$ cat src/sv/jetc_pkg.sv
// Shared types, constants and helpers of the Julia escape-time colorizer.
`timescale 1ns / 1ps
package jetc_pkg;

  localparam int WORD_W  = 32;
  localparam int ITER_W  = 12;
  localparam int PIX_W   = 12;
  localparam int COLOR_W = 24;
  localparam int CFG_IDX_W = 3;

  // Configuration register indexes
  typedef enum logic [CFG_IDX_W-1:0] {
    REG_MAX_ITER = 3'd0,
    REG_C_REAL   = 3'd1,
    REG_C_IMAG   = 3'd2,
    REG_ORIGIN_X = 3'd3,
    REG_ORIGIN_Y = 3'd4,
    REG_STEP_X   = 3'd5,
    REG_STEP_Y   = 3'd6
  } reg_idx_t;

  typedef struct packed {
    logic        [ITER_W-1:0] max_iterations;
    logic signed [WORD_W-1:0] c_real;
    logic signed [WORD_W-1:0] c_imag;
    logic signed [WORD_W-1:0] origin_x;
    logic signed [WORD_W-1:0] origin_y;
    logic signed [WORD_W-1:0] step_x;
    logic signed [WORD_W-1:0] step_y;
  } cfg_t;

  // Start point handed from the front end to the iteration engine
  typedef struct packed {
    logic signed [WORD_W-1:0] re;
    logic signed [WORD_W-1:0] im;
  } point_t;

  localparam cfg_t CFG_RESET = '{
    max_iterations: 12'd300,
    c_real:         -32'sd187904819,
    c_imag:         32'sd72517838,
    origin_x:       -32'sd402653184,
    origin_y:       -32'sd268435456,
    step_x:         32'sd1258291,
    step_y:         32'sd1118481
  };

  // Saturation bounds of a 32-bit word, in the wide intermediate format
  localparam int SAT_W = 66;
  localparam logic signed [SAT_W-1:0] SAT_HI = 66'sh0_7FFF_FFFF;
  localparam logic signed [SAT_W-1:0] SAT_LO = -66'sh0_8000_0000;
  localparam logic signed [WORD_W-1:0] WORD_MAX = 32'sh7FFF_FFFF;
  localparam logic signed [WORD_W-1:0] WORD_MIN = 32'sh8000_0000;

  // Hue wheel: count mod 360 by reciprocal multiply, 60-degree sectors
  localparam int HUE_W = 9;
  localparam logic [ITER_W-1:0] HUE_MOD   = 12'd360;
  localparam logic [ITER_W-1:0] HUE_RECIP = 12'd2913;
  localparam int HUE_SHIFT = 20;
  localparam int HUE_QUOT_W = 4;
  localparam logic [HUE_W-1:0] HUE_SECTOR = 9'd60;
  localparam logic [7:0] CHAN_MAX = 8'hFF;

  // Clamp a wide signed value to the 32-bit word range
  function automatic logic signed [WORD_W-1:0] sat_word(input logic signed [SAT_W-1:0] v);
    logic signed [WORD_W-1:0] r;
    if (v > SAT_HI) begin
      r = WORD_MAX;
    end else if (v < SAT_LO) begin
      r = WORD_MIN;
    end else begin
      r = v[WORD_W-1:0];
    end
    return r;
  endfunction

endpackage

$ cat src/sv/jetc_if.sv
// Valid/ready channel interfaces for pixel coordinates and colored results.
`timescale 1ns / 1ps
interface jetc_pix_if;
  logic                       valid;
  logic                       ready;
  logic [jetc_pkg::PIX_W-1:0] pixel_x;
  logic [jetc_pkg::PIX_W-1:0] pixel_y;
  modport source (output valid, pixel_x, pixel_y, input ready);
  modport sink   (input valid, pixel_x, pixel_y, output ready);
endinterface


$ cat src/sv/jetc_front.sv
// Front end: accepts a pixel and maps it to its start point in the plane.
`timescale 1ns / 1ps
module jetc_front #(
  parameter int COORD_BITS = 12
) (
  input  logic             clk,
  input  logic             rst,
  input  jetc_pkg::cfg_t   cfg,
  jetc_pix_if.sink         pix,
  output logic             push_valid,
  input  logic             push_ready,
  output jetc_pkg::point_t push_data
);
  import jetc_pkg::*;

  localparam int PW = COORD_BITS + WORD_W + 1;

  typedef enum logic [2:0] {
    F_IDLE = 3'b001,
    F_MUL  = 3'b010,
    F_PUSH = 3'b100
  } fstate_t;

  fstate_t state, state_next;
  logic [COORD_BITS-1:0] px, py;
  logic signed [PW-1:0]  prod_x, prod_y;
  logic signed [PW:0]    sum_x, sum_y;

  // Next state
  always_comb begin
    state_next = state;
    unique case (state)
      F_IDLE:  if (pix.valid) state_next = F_MUL;
      F_MUL:   state_next = F_PUSH;
      F_PUSH:  if (push_ready) state_next = F_IDLE;
      default: state_next = F_IDLE;
    endcase
  end

  always_ff @(posedge clk) begin
    if (rst) begin
      state <= F_IDLE;
    end else begin
      state <= state_next;
    end
  end

  // Latch the used coordinate bits, then form the scaled offsets
  always_ff @(posedge clk) begin
    if (state == F_IDLE && pix.valid) begin
      px <= COORD_BITS'({{COORD_BITS{1'b0}}, pix.pixel_x});
      py <= COORD_BITS'({{COORD_BITS{1'b0}}, pix.pixel_y});
    end
    if (state == F_MUL) begin
      prod_x <= $signed({1'b0, px}) * cfg.step_x;
      prod_y <= $signed({1'b0, py}) * cfg.step_y;
    end
  end

  // Add the origin and clamp
  always_comb begin
    sum_x = (PW+1)'(prod_x) + (PW+1)'(cfg.origin_x);
    sum_y = (PW+1)'(prod_y) + (PW+1)'(cfg.origin_y);
    push_data.re = sat_word(SAT_W'(sum_x));
    push_data.im = sat_word(SAT_W'(sum_y));
  end

  assign pix.ready  = (state == F_IDLE);
  assign push_valid = (state == F_PUSH);

`ifndef SYNTHESIS
  a_push_holds: assert property (@(posedge clk) disable iff (rst)
    (state == F_PUSH && !push_ready) |=> (state == F_PUSH && !pix.ready))
    else $error("front dropped a start point while the queue was full");
`endif

endmodule

$ cat src/flat_wrapper.sv
// flat-port wrapper written by rule: the top's interface ports become plain ports
module jetc_front_flat import jetc_pkg::*;
#(
  parameter int COORD_BITS = 12
)
  (clk, rst, cfg, push_valid, push_ready, push_data, pix_valid, pix_pixel_x, pix_pixel_y, pix_ready);
  jetc_pix_if pix_i ();
  input  logic clk;
  input  logic rst;
  input  jetc_pkg::cfg_t cfg;
  output logic push_valid;
  input  logic push_ready;
  output jetc_pkg::point_t push_data;
  input wire logic [$bits(pix_i.valid)-1:0] pix_valid;
  input wire logic [$bits(pix_i.pixel_x)-1:0] pix_pixel_x;
  input wire logic [$bits(pix_i.pixel_y)-1:0] pix_pixel_y;
  output wire logic [$bits(pix_i.ready)-1:0] pix_ready;
  assign pix_i.valid = pix_valid;
  assign pix_i.pixel_x = pix_pixel_x;
  assign pix_i.pixel_y = pix_pixel_y;
  assign pix_ready = pix_i.ready;
  jetc_front #(.COORD_BITS(COORD_BITS)) u_core (.clk(clk), .rst(rst), .cfg(cfg), .pix(pix_i), .push_valid(push_valid), .push_ready(push_ready), .push_data(push_data));
endmodule
$ cat config.mk
export PLATFORM = sky130hd
export DESIGN_NAME = jetc_front_flat
export DESIGN_NICKNAME = d
export VERILOG_FILES = /design/src/sv/jetc_pkg.sv /design/src/sv/jetc_if.sv /design/src/sv/jetc_front.sv /design/src/flat_wrapper.sv
export SDC_FILE = /design/constraint.sdc
export NUM_CORES = 2
export LEC_CHECK = 0
export BUFFER_PORTS_ARGS = -buffer_cell sky130_fd_sc_hd__buf_2
export CAP_MARGIN = 20
export CELL_PAD_IN_SITES_DETAIL_PLACEMENT = 0
export CELL_PAD_IN_SITES_GLOBAL_PLACEMENT = 2
export CORE_UTILIZATION = 40
export CTS_BUF_LIST = sky130_fd_sc_hd__clkbuf_16
export DETAILED_ROUTE_END_ITERATION = 7
export PLACE_DENSITY_LB_ADDON = 0.1
export REMOVE_ABC_BUFFERS = 1
export SLEW_MARGIN = 20
export SYNTH_ARGS = -nofsm -noshare
export SYNTH_HDL_FRONTEND = slang
export SYNTH_SLANG_ARGS = --single-unit
$ cat constraint.sdc
create_clock -name clk -period 7.62 [get_ports clk]
set_clock_uncertainty 0.05 [all_clocks]
set_input_delay 0.381 -clock clk [delete_from_list [all_inputs] [get_ports clk]]
set_output_delay 0.381 -clock clk [all_outputs]
set_load 0.02 [all_outputs]
---- Yosys cells after proc, flatten, opt, wreduce, memory -nomap -nowiden ----
Index checks and enable logic that the tools add are counted.
cells by class
  add/sub/neg operators ................... 2
  multipliers ............................. 2
  div/mod/pow operators ................... 0
  $lt $le $gt $ge ......................... 4
  equality and inequality tests ........... 5
  shift operators ......................... 0
  multiplexer cells ....................... 7
  bitwise logic cells ..................... 0
  reduce and logical (&&, ||, !) cells .... 2
operators with widths
  operator                                                         number
  two-way mux 32 bit                                               4
  adder 45 x 32 -> 46 bit                                          2
  greater-than comparator 46 x 32 -> 1 bit, second input constant  2
  < comparator 46 x 32 -> 1 bit, second input constant             2
  multiplier 13 x 32 -> 45 bit                                     2
  case mux 3 bit (3 select lines)                                  1
  two-way mux 3 bit                                                2
  equality test 3 x 1 -> 1 bit, second input constant              1
  equality test 3 x 2 -> 1 bit, second input constant              1
  equality test 3 bit, second input constant                       1
  inequality test 2 x 1 -> 1 bit, second input constant            1
  inequality test 2 bit, second input constant                     1
  AND reduction 2 bit                                              1
  logical AND 1 bit                                                1
word-level totals
  flip-flop bits (word level) ............. 117
  bits in latches ......................... 0
  RAM bits ................................ 0
  bits in read-only memories .............. 0
  input bits .............................. 232
  output and inout port bits .............. 66
  logic and storage cells ................. 27
  memories ................................ 0

---- Logic depth before layout (Yosys ltp) ----
  depth after elaboration ................. 4
  depth in mapped cells ................... 24
  mapped depth without buffers ............ 23

---- Least setup slack after synthesis ----
OpenSTA, ideal clock, no wires.
  kind .................................... register to register
  start ................................... register u_core.px[1]
  end ..................................... register u_core.prod_x[44], data pin
  library setup time ...................... 264 ps
  arrival time ............................ 5,905 ps
  data required time ...................... 7,306 ps
  path slack .............................. 1,401 ps
  cell stages (with the launch flop) ...... 24
  path buffers ............................ 1
  clock period less this slack ............ 6,219 ps
  cells stage by stage .................... edfxtp_1 > clkbuf_1 > and2_1 > fa_1 > inv_1 > fa_1 > inv_1 > fa_1 > fa_1 > inv_1 > fa_1 > inv_1 > ha_1 > a21o_1 > a21o_1 > a31o_2 > o31a_1 > a22o_1 > o41a_1 > a41o_1 > a211oi_2 > o31ai_1 > o41ai_2 > xnor2_1
on the way
  cells in the longest elaborated chain, start to end .. 1
RTL lines
  element                       RTL line          source
  start, declared               jetc_front.sv:25  logic [COORD_BITS-1:0] px, py;
  start signal, assigned        jetc_front.sv:51  px <= COORD_BITS'({{COORD_BITS{1'b0}}, pix.pixel_x});
  multiplier 13 x 32 -> 45 bit  jetc_front.sv:55  prod_x <= $signed({1'b0, px}) * cfg.step_x;
  end signal, assigned          jetc_front.sv:55
  end, declared                 jetc_front.sv:26  logic signed [PW-1:0] prod_x, prod_y;
Every way passes these cells.
A chain may end at the register's enable or synchronous reset.

---- Worst setup path in the final report ----
  start ................................... register u_core.py[1]
  end ..................................... register u_core.prod_y[44], data pin
on the way
  cells in the longest elaborated chain, start to end .. 1
RTL lines
  element                       RTL line          source
  start, declared               jetc_front.sv:25
  start signal, assigned        jetc_front.sv:52  py <= COORD_BITS'({{COORD_BITS{1'b0}}, pix.pixel_y});
  multiplier 13 x 32 -> 45 bit  jetc_front.sv:56  prod_y <= $signed({1'b0, py}) * cfg.step_y;
  end signal, assigned          jetc_front.sv:56
  end, declared                 jetc_front.sv:26
Every way passes these cells.

==> metrics.md <==
| Metric | Value |
|---|---|
| Row count | `110` |
| FF/Latch Area | `3480 sq um` |
| Post-route cell area | `39400 sq um` |
| Antenna Nets Post-Route | `0` |
| Reg clk slew, reported paths | `0.07 ns` |
| Max Freq | `0.142 GHz` |
| Most used cell, CP | `fa_1` |
| Via Count | `27.7k` |
| CP max FO | `12` |
| Clock Sinks | `117` |
| Hold_ws | `0.0952 ns` |
| Critical Path AT | `7.26 ns` |
| Syn Inst Count | `4133` |
| Die area | `92300 sq um` |
| Post-DP HPWL | `82600 um` |
| R2R Path Start | `u_core.py[1]` |
| Port buffer count | `221` |
| Pin count of the biggest net entering global routing | `47` |
| Worst Setup Start Kind | `flip-flop` |
| Slew margin rel. | `28.6%` |
| # H-tree levels | `4` |
| CP Cell Sequence | `buf_4 -> and2_1 -> fa_1 -> inv_1 -> fa_1 -> inv_1 -> fa_1 -> fa_1 -> inv_1 -> fa_1 -> inv_1 -> ha_1 -> a21o_1 -> a21o_1 -> a21oi_1 -> and4b_1 -> a31oi_1 -> o211a_1 -> a41oi_1 -> o311ai_1 -> o21ai_0 -> nor3_1 -> and4b_1` |
| Yosys reg bits | `117` |
| Clk buf depth | `2` |
| Final Core Density | `43.7%` |
| Nets | `5472` |
| Synth Warn # | `0` |
| CP Buf/Inv Count | `5` |
| Vias in the first global route | `29.3k` |
| Setup TNS Final | `0 ns` |
| Reg2Reg Depth | `23` |
| Most common cell after layout, fill and taps aside | `inv_1` |
| Min Tclk post-route | `7.06 ns` |
| Avg Inst Size Synth | `8.81 sq um` |
| Placer Congestion | `0.828` |
| Slew Limit Fails | `0` |
| Post-DP Area | `38600 sq um` |
| Fraction of registers with async set/reset | `0%` |
| Reg2Reg Setup Slack | `0.56 ns` |
| Multi-input gate area | `28800 sq um` |
| # Max-Cap Violations | `0` |
| Hold path depth | `1` |
| Syn-to-layout area delta | `8.23%` |
| Drt initial violations | `1473` |
| First-pass GRT wire length | `161000 um` |
| Drt first pass iters | `5` |
| Total grt overflow | `0` |
| Root buf cell | `clkbuf_16` |
| Hold WC Path Type | `input port to flip-flop` |
| Die X-Extent | `304 um` |
| Worst r2r dst | `u_core.prod_y[44]` |
| Starting density of the core | `40.4%` |
| Global Route Usage Sum | `22.3%` |
| Synth cell types | `105` |
| DR vias/cell | `5.07` |
| Final wirelength | `98600 um` |
| Fill cells | `9168` |
| Worst vdd ir | `354 uV` |
| Number of enable flip-flop cells after synthesis | `114` |
| # DRC | `0` |
| Worst EP required | `7.82 ns` |
| Part of the cycle the worst path needs | `92.7%` |
| CTS buffer count | `17` |
| Most used DFF post-synth | `edfxtp_1` |
| RSZ-0062 raised after global routing | `no` |
| CORE AREA | `90100 sq um` |
| Slowest CP cell | `edfxtp_1` |
| Ports | `298` |
| Setup Viol. Count Final | `0` |
| DR WL/cell | `18.0 um` |
| Min-Delay Endpoint | `u_core.py[1]` |
| Layout cells sized above 1 | `8.86%` |
| Largest delay contributor family on the critical path | `adder cells` |
| Worst Hold Launch | `pix_pixel_y[1]` |
| Leakage power | `19.7 nW` |
| Pwr Density | `488 nW/um^2` |
| Critical Path Max Stage Delay | `0.68 ns` |
| Skew-Pair Late Insertion Delay | `0.49 ns` |
| Initial antenna violation count | `5` |
| Final hold violations | `0` |
| Type of element capturing the critical path | `flip-flop` |
| Post-synthesis instance area | `36400 sq um` |
| Sequential area share after synthesis | `9.57%` |
| Setup CP Type | `flip-flop to flip-flop` |
| Die height | `304 um` |
| Status | `completed` |
| Tightest Pin Transition | `1.07 ns` |
| CTS tree | `done` |
| Most frequent cells in the layout | `inv_1, fa_1, nand2_1` |
## cell type report
type	instances	area share, %
inverters	909	8.66
well taps	1176	3.73
clock inverters	15	0.197
clock buffers	17	1.08
repair buffers	294	4.53
multi-input cells	2935	73.0
flip-flops and latches	117	8.84
diodes	2	0.0127
## metal layers
metal	up-vias	share of wire [%]	GRT usage [%]
li1	13132	-	-
met1	14034	47	30.8
met2	469	47	36.8
met3	83	3.9	2.89
met4	2	2.3	5.55
met5	-	0.017	0
## where the power goes
part | switching, W | total, W | internal [W]
Clock | 0.000335 | 0.000736 | 0.000401
Combinational | 0.00958 | 0.0168 | 0.00719
Sequential | 0.0000718 | 0.00174 | 0.00167
## worst max-delay path by stage
stage / from / end / slack (ns) / cells after the start
after floorplan: u_core.px[7] / u_core.prod_x[43] / 1.31 / 21
after global placement: u_core.py[1] / u_core.prod_y[44] / 0.57 / 22
after detailed placement: u_core.py[1] / u_core.prod_y[44] / 0.52 / 23
after CTS: u_core.py[1] / u_core.prod_y[44] / 0.53 / 23
after global routing: u_core.py[1] / u_core.prod_y[44] / 0.19 / 23
final: u_core.py[1] / u_core.prod_y[44] / 0.56 / 23
## cells in the mapped netlist, drive strengths merged, types with 6 or more instances
cell type  number  share of area, %
a21oi         154               2.2
nand3b          6              0.12
nand2b         24              0.41
o211ai         18              0.37
a21o          133               2.9
nand4          25              0.47
o22ai          32              0.55
nand3          24              0.33
nor2b          12              0.21
o31ai          10              0.24
o21a           26              0.54
edfxtp        114               9.4
o21ai          86               1.2
buf            18              0.45
ha            288               9.9
a211o           9              0.22
a211oi         20              0.45
nor3           39              0.56
xnor2         105               2.5
clkbuf        153               1.6
nor4           12              0.31
xor2           43               1.0
mux2i           6              0.16
and2          357               6.1
or2             9              0.15
a31oi          17              0.31
o21bai         24              0.51
a31o            6              0.14
or3            12              0.21
and3           23              0.42
o2111ai         6              0.14
nand2         523               5.4
fa            678                37
nor2          118               1.2
inv           909               9.4
## registers in the layout, summed over array words and instances (netlist names)
signal	count
u_core.state	3
u_core.px	12
u_core.prod_x	45
u_core.prod_y	45
u_core.py	12
## per-stage QoR
stage          power (W)  std cells  setup WS (ns)
6_report          0.0192       5465          0.555
5_1_grt           0.0218       5463          0.187
4_1_cts           0.0196       5462          0.532
3_5_place_dp      0.0187       5406          0.519
3_3_place_gp      0.0187       5406          0.572
2_1_floorplan     0.0147       3961           1.31
## what timing repair did
action	4_1_cts	5_1_grt
gates resized for setup	0	0
endpoints found under the hold margin	25	0
hold buffers	24	0
setup buffers	0	0
## logic make-up after synthesis
family                   count (synthesis)  synth area share [%]
AO/OA/AOI/OAI                          607                  11.5
XOR/XNOR                               148                  3.56
buffers and inverters                 1081                  11.5
AND/OR/NAND/NOR                       1207                  16.5
multiplexers                             7                 0.196
flip-flops                             117                  9.57
adder cells (fa/ha/maj)                966                  47.2
No activity file was read; power rests on OpenSTA's default activity.
