### src/sv/jetc_fifo.sv
// Short queue of start points between the front end and the iteration engine.
`timescale 1ns / 1ps
module jetc_fifo #(
  parameter int WIDTH = 64,
  parameter int DEPTH = 4
) (
  input  logic             clk,
  input  logic             rst,
  input  logic             push_valid,
  output logic             push_ready,
  input  logic [WIDTH-1:0] push_data,
  output logic             pop_valid,
  input  logic             pop,
  output logic [WIDTH-1:0] pop_data
);

  localparam int PTR_W = (DEPTH > 1) ? $clog2(DEPTH) : 1;
  localparam int CNT_W = $clog2(DEPTH + 1);
  localparam logic [PTR_W-1:0] PTR_LAST = PTR_W'(DEPTH - 1);
  localparam logic [CNT_W-1:0] CNT_FULL = CNT_W'(DEPTH);

  logic [WIDTH-1:0] mem [DEPTH];
  logic [PTR_W-1:0] wr_ptr, rd_ptr;
  logic [CNT_W-1:0] count;
  logic             do_push, do_pop;

  assign push_ready = (count != CNT_FULL);
  assign pop_valid  = (count != '0);
  assign do_push    = push_valid && push_ready;
  assign do_pop     = pop && pop_valid;
  assign pop_data   = mem[rd_ptr];

  // Advance pointers and occupancy
  always_ff @(posedge clk) begin
    if (rst) begin
      wr_ptr <= '0;
      rd_ptr <= '0;
      count  <= '0;
    end else begin
      if (do_push) wr_ptr <= (wr_ptr == PTR_LAST) ? '0 : wr_ptr + 1'b1;
      if (do_pop)  rd_ptr <= (rd_ptr == PTR_LAST) ? '0 : rd_ptr + 1'b1;
      if (do_push && !do_pop) begin
        count <= count + 1'b1;
      end else if (do_pop && !do_push) begin
        count <= count - 1'b1;
      end
    end
  end

  // Store the entry
  always_ff @(posedge clk) begin
    if (do_push) mem[wr_ptr] <= push_data;
  end

`ifndef SYNTHESIS
  a_fill: assert property (@(posedge clk) disable iff (rst)
    (do_push && !do_pop) |=> (count == CNT_W'($past(count) + 1'b1)))
    else $error("queue occupancy did not grow on a lone push");
  a_no_underrun: assert property (@(posedge clk) disable iff (rst)
    pop |-> (count != '0 && count <= CNT_FULL))
    else $error("queue popped while empty");
`endif

endmodule

### config.mk
export PLATFORM = sky130hd
export DESIGN_NAME = jetc_fifo
export DESIGN_NICKNAME = d
export VERILOG_FILES = /design/src/sv/jetc_fifo.sv
export SDC_FILE = /design/constraint.sdc
export NUM_CORES = 1
export LEC_CHECK = 0
export BUFFER_PORTS_ARGS = -buffer_cell sky130_fd_sc_hd__buf_2
export CAP_MARGIN = 0
export CELL_PAD_IN_SITES_DETAIL_PLACEMENT = 1
export CELL_PAD_IN_SITES_GLOBAL_PLACEMENT = 1
export CORE_MARGIN = 2
export CORE_UTILIZATION = 54
export CTS_CLUSTER_DIAMETER = 40
export DETAILED_ROUTE_END_ITERATION = 8
export GPL_TIMING_DRIVEN = 0
export PLACE_DENSITY_LB_ADDON = 0.12
export RECOVER_POWER = 100
export SYNTH_ARGS = -nofsm -noshare
export SYNTH_HDL_FRONTEND = slang
export SYNTH_SLANG_ARGS = --single-unit
### constraint.sdc
create_clock -name clk -period 3.5 [get_ports clk]
set_input_delay 0.35 -clock clk [delete_from_list [all_inputs] [get_ports clk]]
set_output_delay 0.35 -clock clk [all_outputs]
set_load 0.005 [all_outputs]
# [Yosys cells after proc, flatten, opt, wreduce, memory -nomap -nowiden]
# Memory sizes are Yosys's and may differ from the RTL's. A register that Yosys moved wholly into a read port is not among the register bits.
# Index checks and enable logic that the tools add are counted.
[totals] wordCells=27 mem_bits_rw=256 output_inout_bits=66 input_bits=68 register_bits=7 n_memories=1
[memory_table] memory="mem" depth=4 word_bits=64 rd=1 rd_ports_with_merged_regs=1 wr=1 line_no="22" text="logic [WIDTH-1:0] mem [DEPTH];"
[op_classes] addsub=4 n_mux=8 n_eq_ne=3 reduce_logical=8
[op_table] op="$mux 2" count=4
[op_table] op="$mux 3" count=2
[op_table] op="$add 2x1->2 const B" count=2
[op_table] op="$eq 2x2->1 const B" count=2
[op_table] op="$logic_and 1x1->1" count=4
[op_table] op="$add 3x1->3 const B" count=1
[op_table] op="$ne 3x3->1 const B" count=1
[op_table] op="$reduce_bool 3->1" count=1
[op_table] op="$sub 3x1->3 const B" count=1
[op_table] op="$logic_not 1->1" count=2
[op_table] op="$mux 1" count=2
[op_table] op="$reduce_bool 2->1" count=1

# [Logic depth before layout (Yosys ltp)]
# Gate-level depths: netlist of the first run.
[depth] ltp_word=6 ltp_mapped=9 ltp_nobuf=8

# [Least setup slack after synthesis of the first run]
# OpenSTA, ideal clock, no wires.
[synth_path] path_type="reg-to-reg" startpoint="register count[0]" endpoint="register count[2]" path_stages_with_launch=8 required_time_ns=3.430 setup_slack_ns=1.311 synth_period_minus_slack_ns=2.189 arrival_ns=2.119 setup_ns=0.070 n_path_buf=0 path_cell_list="dfxtp_1 -> o31ai_1 -> ha_1 -> inv_1 -> fa_1 -> xor2_1 -> or3_2 -> a21oi_1"
[synth_between] elab_chain_cells=5 elab_cells_between_ends=13 cone_classes="add/sub: 2; eq/ne: 1; mux: 2; reduce/logical: 8"
[synth_rtl] element="start: declaration" line_no="24" text="logic [CNT_W-1:0] count;"
[synth_rtl] element="start signal: assignment" line_no="43" text="count <= count + 1'b1;"
[synth_rtl] element="start signal: assignment" line_no="45" text="count <= count - 1'b1;"
[synth_rtl] element="parallel branches: the longest is 5 deep, another holds $sub 3x1->3"
# Parallel ways; which one is timed is not known. The select of a mux whose other input is x is not followed.
# A chain may end at the register's enable or synchronous reset.

==> results of run 1 <==
state kept, by name, summed over array words and instances (netlist names), named ones only:
| register | cells |
|---|---|
| count | 3 |
| mem | 256 |
| rd_ptr | 2 |
| wr_ptr | 2 |
through the flow:
stage / total power [mW] / hold slack (ps)
floorplan: 4.94 / 449
global placement: 5.52 / 485
detailed placement: 5.64 / 511
CTS: 9.08 / 58.7
global route: 9.25 / 113
finish: 8.87 / 117
report_power, final:
part	switching (mW)	internal, mW
Sequential	0.0988	3.85
Combinational	0.793	0.704
Clock	1.27	2.15
Total	2.16	6.71
critical path: stages (launching register included):
cell      delay [ps]
dfxtp_1          300
clkbuf_1         520
clkbuf_2         470
mux4_2           590
clkbuf_1         130
cell type report:
class | instances | area share, %
multi-input combinational | 98 | 14.7
tap | 225 | 2.41
inverter | 3 | 0.0962
timing repair buffer | 136 | 5.20
buffer | 16 | 0.631
clock inverter | 20 | 1.73
sequential | 265 | 67.2
clock buffer | 40 | 8.01
worst max path at each step:
stage,endpoint
after floorplan,count[2]
after global placement,mem[3][4]
after detailed placement,count[2]
after CTS,pop_data[38]
after global routing,pop_data[16]
final,pop_data[61]
routing by layer:
| layer | vias up | share of wire (%) | routed length (um) |
|---|---|---|---|
| met5 | - | 0 | 0 |
| met1 | 2332 | 38 | 7230 |
| met4 | 0 | 2.8 | 534 |
| met3 | 46 | 6.3 | 1190 |
| met2 | 144 | 52 | 9880 |
| li1 | 1987 | - | - |
cells by family (layout without fill, tap and decap cells):
logic type,Yosys count,count (layout),synth area share (%)
XOR/XNOR,2,2,0.181
flip-flops,265,265,81.2
multiplexers,67,67,15.2
AO/OA/AOI/OAI,5,5,0.361
adder cells (fa/ha/maj),7,7,0.981
buffers and inverters,19,215,1.01
AND/OR/NAND/NOR,17,17,1.10
cells in the mapped netlist, drive strengths merged:
cell / n
and3: 4
nand3: 1
xor2: 2
mux2i: 3
mux4: 64
nand2b: 2
dfxtp: 9
clkbuf: 3
buf: 13
or3b: 1
a21oi: 2
nand2: 1
o21ai: 1
nor2: 3
and2: 1
nor3: 1
edfxtp: 256
o31ai: 2
fa: 1
or3: 3
inv: 3
ha: 6
==> key figures, run 1 <==
Place
  – Routability Congestion: between 0.6 and 0.7
  – HPWL after detailed placement: roughly 12000 um
  – Placed cell count: 743
  – DP Worst Slack: slightly below 1000 ps
  – Cell area after placement: ~11000 um^2
  – Port bufs: 132

CTS
  – Clock sink count: around 270
  – CTS tree: done
  – Root Driver: clkbuf_16
  – Clk pin slew, worst setup/hold paths: ~50 ps
  – Hold_buf cts: 0
  – Cells resized by post-CTS repair: 0
  – Post-CTS setup buffer count: 0
  – Maximum clock path buffer count: 3
  – H-tree depth: 2
  – Total CTS buffers: 36
  – Worst skew pair latency: 490 ps

Routing
  – DR vias/cell: approximately 5.6
  – First-pass DRT Iterations: 4
  – DRT iter0 DRCs: 262
  – Routed WL: between 15000 and 20000 um
  – Via count: ~4.5k
  – Routed Antenna Nets: 0
  – WL/cell: around 23 um
  – Residual DRC count: 0

Critical path
  – CP Data Required Time: between 3000 and 4000 ps
  – Critical-path maximum fanout: 10
  – Critical Setup Path Class: reg -> out
  – Reg2reg path depth: 4
  – Reg2reg end: mem[1][39]
  – R2R Setup Slk: approximately 700 ps
  – Critical Path Sink Type: output pin
  – Crit path DAT: roughly 2500 ps
  – Worst r2r src: count[1]
  – Critical path launch point type: flip-flop

STA
  – Worst-Margin Slew: approximately 1400 ps
  – Fin Setup TNS: 0 ps
  – Max_slew headroom: a little under 7%
  – Hold Violations, Final: 0
  – Setup WS post-layout: 638 ps
  – Fin. max-slew vios: 0
  – Fmax: around 350 MHz
  – Min Clock Period, post-route: 2860 ps
  – RSZ-0062 raised after global routing: no
  – Tcrit/Tclk final: about 80%
  – Final setup fails: 0
  – Clk_skew: 14.1 ps

Die
  – # IOs: 134
  – # rows: between 40 and 50
  – Initial Util: between 50% and 60%
  – Die width: around 140 um
  – Die height: ~140 um
  – Core area: 17400 um^2
  – Die ar.: between 15000 and 20000 um^2

Cells and area
  – Multi-input gate area: 1720 um^2
  – Most frequent cells in the layout: edfxtp_1 (256), clkbuf_1 (120), mux4_2 (64), clkbuf_16 (37), buf_2 (18)
  – FF+latch area: 7870 um^2
  – Share of post-route cells with drive strength above 1: approximately a quarter
  – Final Non-Filler Cells: 803
  – Syn-to-layout area delta: 20.7%
  – Filler cell count in the final layout: 1457
  – Most common cell after layout, fill and taps aside: edfxtp_1
  – Post-layout util: 67.2%
  – Layout net count: 631
  – Antenna fix cells: 0
  – Design area: roughly 12000 um^2

Synthesis
  – Post-synthesis instance total: about 380
  – Syn_nets: approximately 460
  – Yosys top cell area share: about four fifths
  – Synth area leaders: edfxtp_1 (79%), mux4_2 (15%), dfxtp_1 (1.9%)
  – Register area share after synthesis: around 80%
  – FF+latch count, synth: 265
  – Mapped cell area: roughly 9700 um^2
  – Synth Warn #: 0
  – Netlist cell types: 27
  – Cell taking the most area after synthesis: edfxtp_1
  – Avg Cell Area, Syn: around 25 um^2

GRT
  – Largest net degree at the start of global routing: 55
  – GRT Total Usage: approximately a fifth
  – Antenna violations before repair: 0
  – Routing usage on met2: 35.3%
  – Vias in the first global route: between 5k and 6k
  – Grt ovf: 0
  – Busiest grt layer: met2
  – Met3 usage: 5.92%
  – First-pass GRT wire length: about 29000 um
  – Grt met1 use: roughly 26%

Power and ir drop
  – Pwr Density: ~760 nW/um^2
  – VDD IR max: 0.565 mV
  – Leak Pwr: 3.75 nW

Worst hold path
  – Hold Path Stages: 1
  – Worst Hold Endpoint: mem[1][24]
  – HP Start: push_data[24]
  – Hold WC Path Type: in -> reg

Status
  – Status: finished clean

Job
  – Maxcap violations: 0
No activity file was read; power rests on OpenSTA's default activity.
==> run 2: changes to the inputs <==
--- a/config.mk
+++ b/config.mk
@@ -10,7 +10,7 @@
 export CELL_PAD_IN_SITES_DETAIL_PLACEMENT = 1
 export CELL_PAD_IN_SITES_GLOBAL_PLACEMENT = 1
 export CORE_MARGIN = 2
-export CORE_UTILIZATION = 54
+export CORE_UTILIZATION = 50
 export CTS_CLUSTER_DIAMETER = 40
 export DETAILED_ROUTE_END_ITERATION = 8
 export GPL_TIMING_DRIVEN = 0
==> constraint.sdc (replaced) <==
create_clock -name clk -period 3 [get_ports clk]
set_input_delay 0.3 -clock clk [delete_from_list [all_inputs] [get_ports clk]]
set_output_delay 0.3 -clock clk [all_outputs]
set_load 0.005 [all_outputs]
==> run 2 against run 1 <==
  * Routed wire length increased by 1.0%
  * Critical path depth unchanged
  * Hold slack got worse by 53 ps
  * Critical endpoint is now mem[3][51]
  * Critical path type is now reg -> reg
  * Clock power increased by 22%
  * Die area increased by 7.8%
  * Combinational power increased by 19%
  * Largest power group unchanged
  * Highest routed layer unchanged
  * Sequential power increased by 16%
==> key figures, run 2 (synthesized netlist as in run 1, its figures left out) <==
Status
  – Status: finished clean

Routing
  – Routed WL: 19000 um
  – Met3 WL post-DR: 1070 um
  – DR vias/cell: between 5 and 6
  – Max Used Layer: met4
  – Metal1 wirelength: 7390 um
  – Routed Antenna Nets: 0
  – Detail Route met2 WL: roughly 10000 um
  – Residual DRC count: 0
  – First-pass DRT Iterations: 4
  – DRT iter0 DRCs: roughly 180
  – Via count: approximately 4.6k
  – WL/cell: ~22 um

Cells and area
  – FF+latch area: 7870 um^2
  – Top flop regs: mem x256, count x3
  – Post-layout util: about 63%
  – Syn-to-layout area delta: 23.1%
  – Layout net count: between 600 and 700
  – Max reg flops: between 200 and 300
  – Most frequent cells in the layout: edfxtp_1 (256), clkbuf_1 (116), mux4_2 (64), clkbuf_16 (37), buf_2 (28)
  – Most common cell after layout, fill and taps aside: edfxtp_1
  – Multi-input gate area: ~1700 um^2
  – Largest reg by FF count: mem
  – Filler cell count in the final layout: 1590
  – Share of post-route cells with drive strength above 1: 27.4%

Die
  – Die ar.: between 20000 and 25000 um^2
  – Initial Util: about half
  – Core area: ~19000 um^2
  – # IOs: about 130
  – # rows: 50
  – Die height: approximately 140 um
  – Die width: ~140 um

Place
  – Routability Congestion: slightly below 0.7
  – Port bufs: around 130
  – HPWL after detailed placement: around 11000 um

Critical path
  – Crit path DAT: approximately 2800 ps
  – Critical path endpoint: mem[3][51]
  – Critical path launch point type: flip-flop
  – Critical Path Sink Type: flip-flop
  – Worst r2r src: count[1]
  – Reg2reg path depth: 4
  – Critical-path maximum fanout: 49
  – Critical Setup Path Class: reg -> reg
  – R2R Setup Slk: 360 ps
  – CP peak stage delay: roughly 800 ps
  – CP Cell Sequence: or3b_1 -> clkbuf_1 -> and3_1 -> buf_6
  – Reg2reg end: mem[3][51]
  – Worst setup path start: count[1]
  – Slowest stage cell on the critical path: and3_1
  – CP Data Required Time: between 3000 and 4000 ps

STA
  – RSZ-0062 raised after global routing: no
  – Min Clock Period, post-route: around 2600 ps
  – Max_slew headroom: a little under two fifths
  – Final setup fails: 0
  – Fmax: roughly 380 MHz
  – Hold Violations, Final: 0
  – Clk_skew: approximately 15 ps
  – Fin Setup TNS: 0 ps
  – Worst-Margin Slew: a little over 900 ps
  – Tcrit/Tclk final: between 80 and 90%
  – Fin. max-slew vios: 0

Power and ir drop
  – Clock Power Share: between 30% and 40%
  – Net load switching power: ~2.5 mW
  – VDD IR max: approximately 0.60 mV
  – Sw Share: a little under a quarter
  – Combinational Power Share: ~17%
  – P_int: around 8 mW
  – Pwr Density: around 890 nW/um^2
  – Sequential power share: 43.6%
  – Leak Pwr: between 3 and 4 nW

CTS
  – Maximum clock path buffer count: 3
  – Worst skew pair latency: around 500 ps
  – CTS tree: done
  – Total CTS buffers: 35
  – Clock sink count: ~270
  – Post-CTS setup buffer count: 0
  – H-tree depth: 2
  – Root Driver: clkbuf_16
  – Clk pin slew, worst setup/hold paths: ~50 ps

GRT
  – Antenna violations before repair: 1
  – GRT Total Usage: slightly below 20%
  – Largest net degree at the start of global routing: between 50 and 60
  – Vias in the first global route: just over 5k
  – First-pass GRT wire length: between 20000 and 30000 um
  – Grt ovf: 0

Worst hold path
  – Hold WC Path Type: in -> reg

Job
  – Maxcap violations: 0
## run 2: worst min-delay path by stage
stage / start / end / slack [ps] / cells after the start
finish: push_data[59] / mem[0][59] / 60 / 1
detailed placement: wr_ptr[1] / wr_ptr[1] / 510 / 2
floorplan: push_data[0] / mem[0][0] / 400 / 0
global placement: rd_ptr[0] / rd_ptr[0] / 480 / 2
CTS: push_data[9] / mem[0][9] / 0.3 / 1
global route: push_data[30] / mem[2][30] / 60 / 1
## run 2: layer usage
metal | vias up | track usage [%]
met3 | 45 | 4.86
met2 | 134 | 33.9
met4 | 0 | 7.43
li1 | 2012 | -
met5 | - | 0
met1 | 2361 | 23.6
## run 2: worst max-delay path: cells and delay by family (launching register included)
kind          cells  cell delay, ps
buf+inv           2             780
flops             1             430
simple gates      2            1010
## run 2: metrics by stage
stage / std cells / setup slack, ps / cell area, um^2 / hold WS, ps / power, mW
after global placement: 774 / 354 / 10700 / 484 / 6.44
after CTS: 851 / 390 / 12100 / 0.258 / 10.8
after detailed placement: 778 / 573 / 10800 / 515 / 6.56
final: 852 / 364 / 11900 / 64.4 / 10.6
after global routing: 852 / 178 / 11900 / 56.9 / 11.0
after floorplan: 382 / 811 / 9690 / 399 / 5.76
## run 2: repair_timing
| item | 4_1_cts | 5_1_grt |
|---|---|---|
| resized for setup | 0 | 0 |
| hold buffers | 11 | 0 |
| endpoints found under the hold margin | 35 | 0 |
## run 2: cell type report
cell class | instances | area share (%)
Tap cell | 260 | 2.73
Antenna cell | 1 | 0.0210
Clock buffer | 40 | 7.86
Inverter | 3 | 0.0944
Sequential cell | 265 | 66.0
Multi-Input combinational cell | 98 | 14.4
Buffer | 16 | 0.713
Timing Repair Buffer | 147 | 6.08
Clock inverter | 22 | 2.11
## run 2: power by group through the flow
stage               combinational, mW  sequential (mW)  clock [mW]
global placement                 1.78             4.66           0
finish                           1.79             4.60        4.17
global route                     1.97             4.63        4.39
detailed placement               1.89             4.67           0
CTS                              1.92             4.61        4.26
floorplan                        1.12             4.64           0
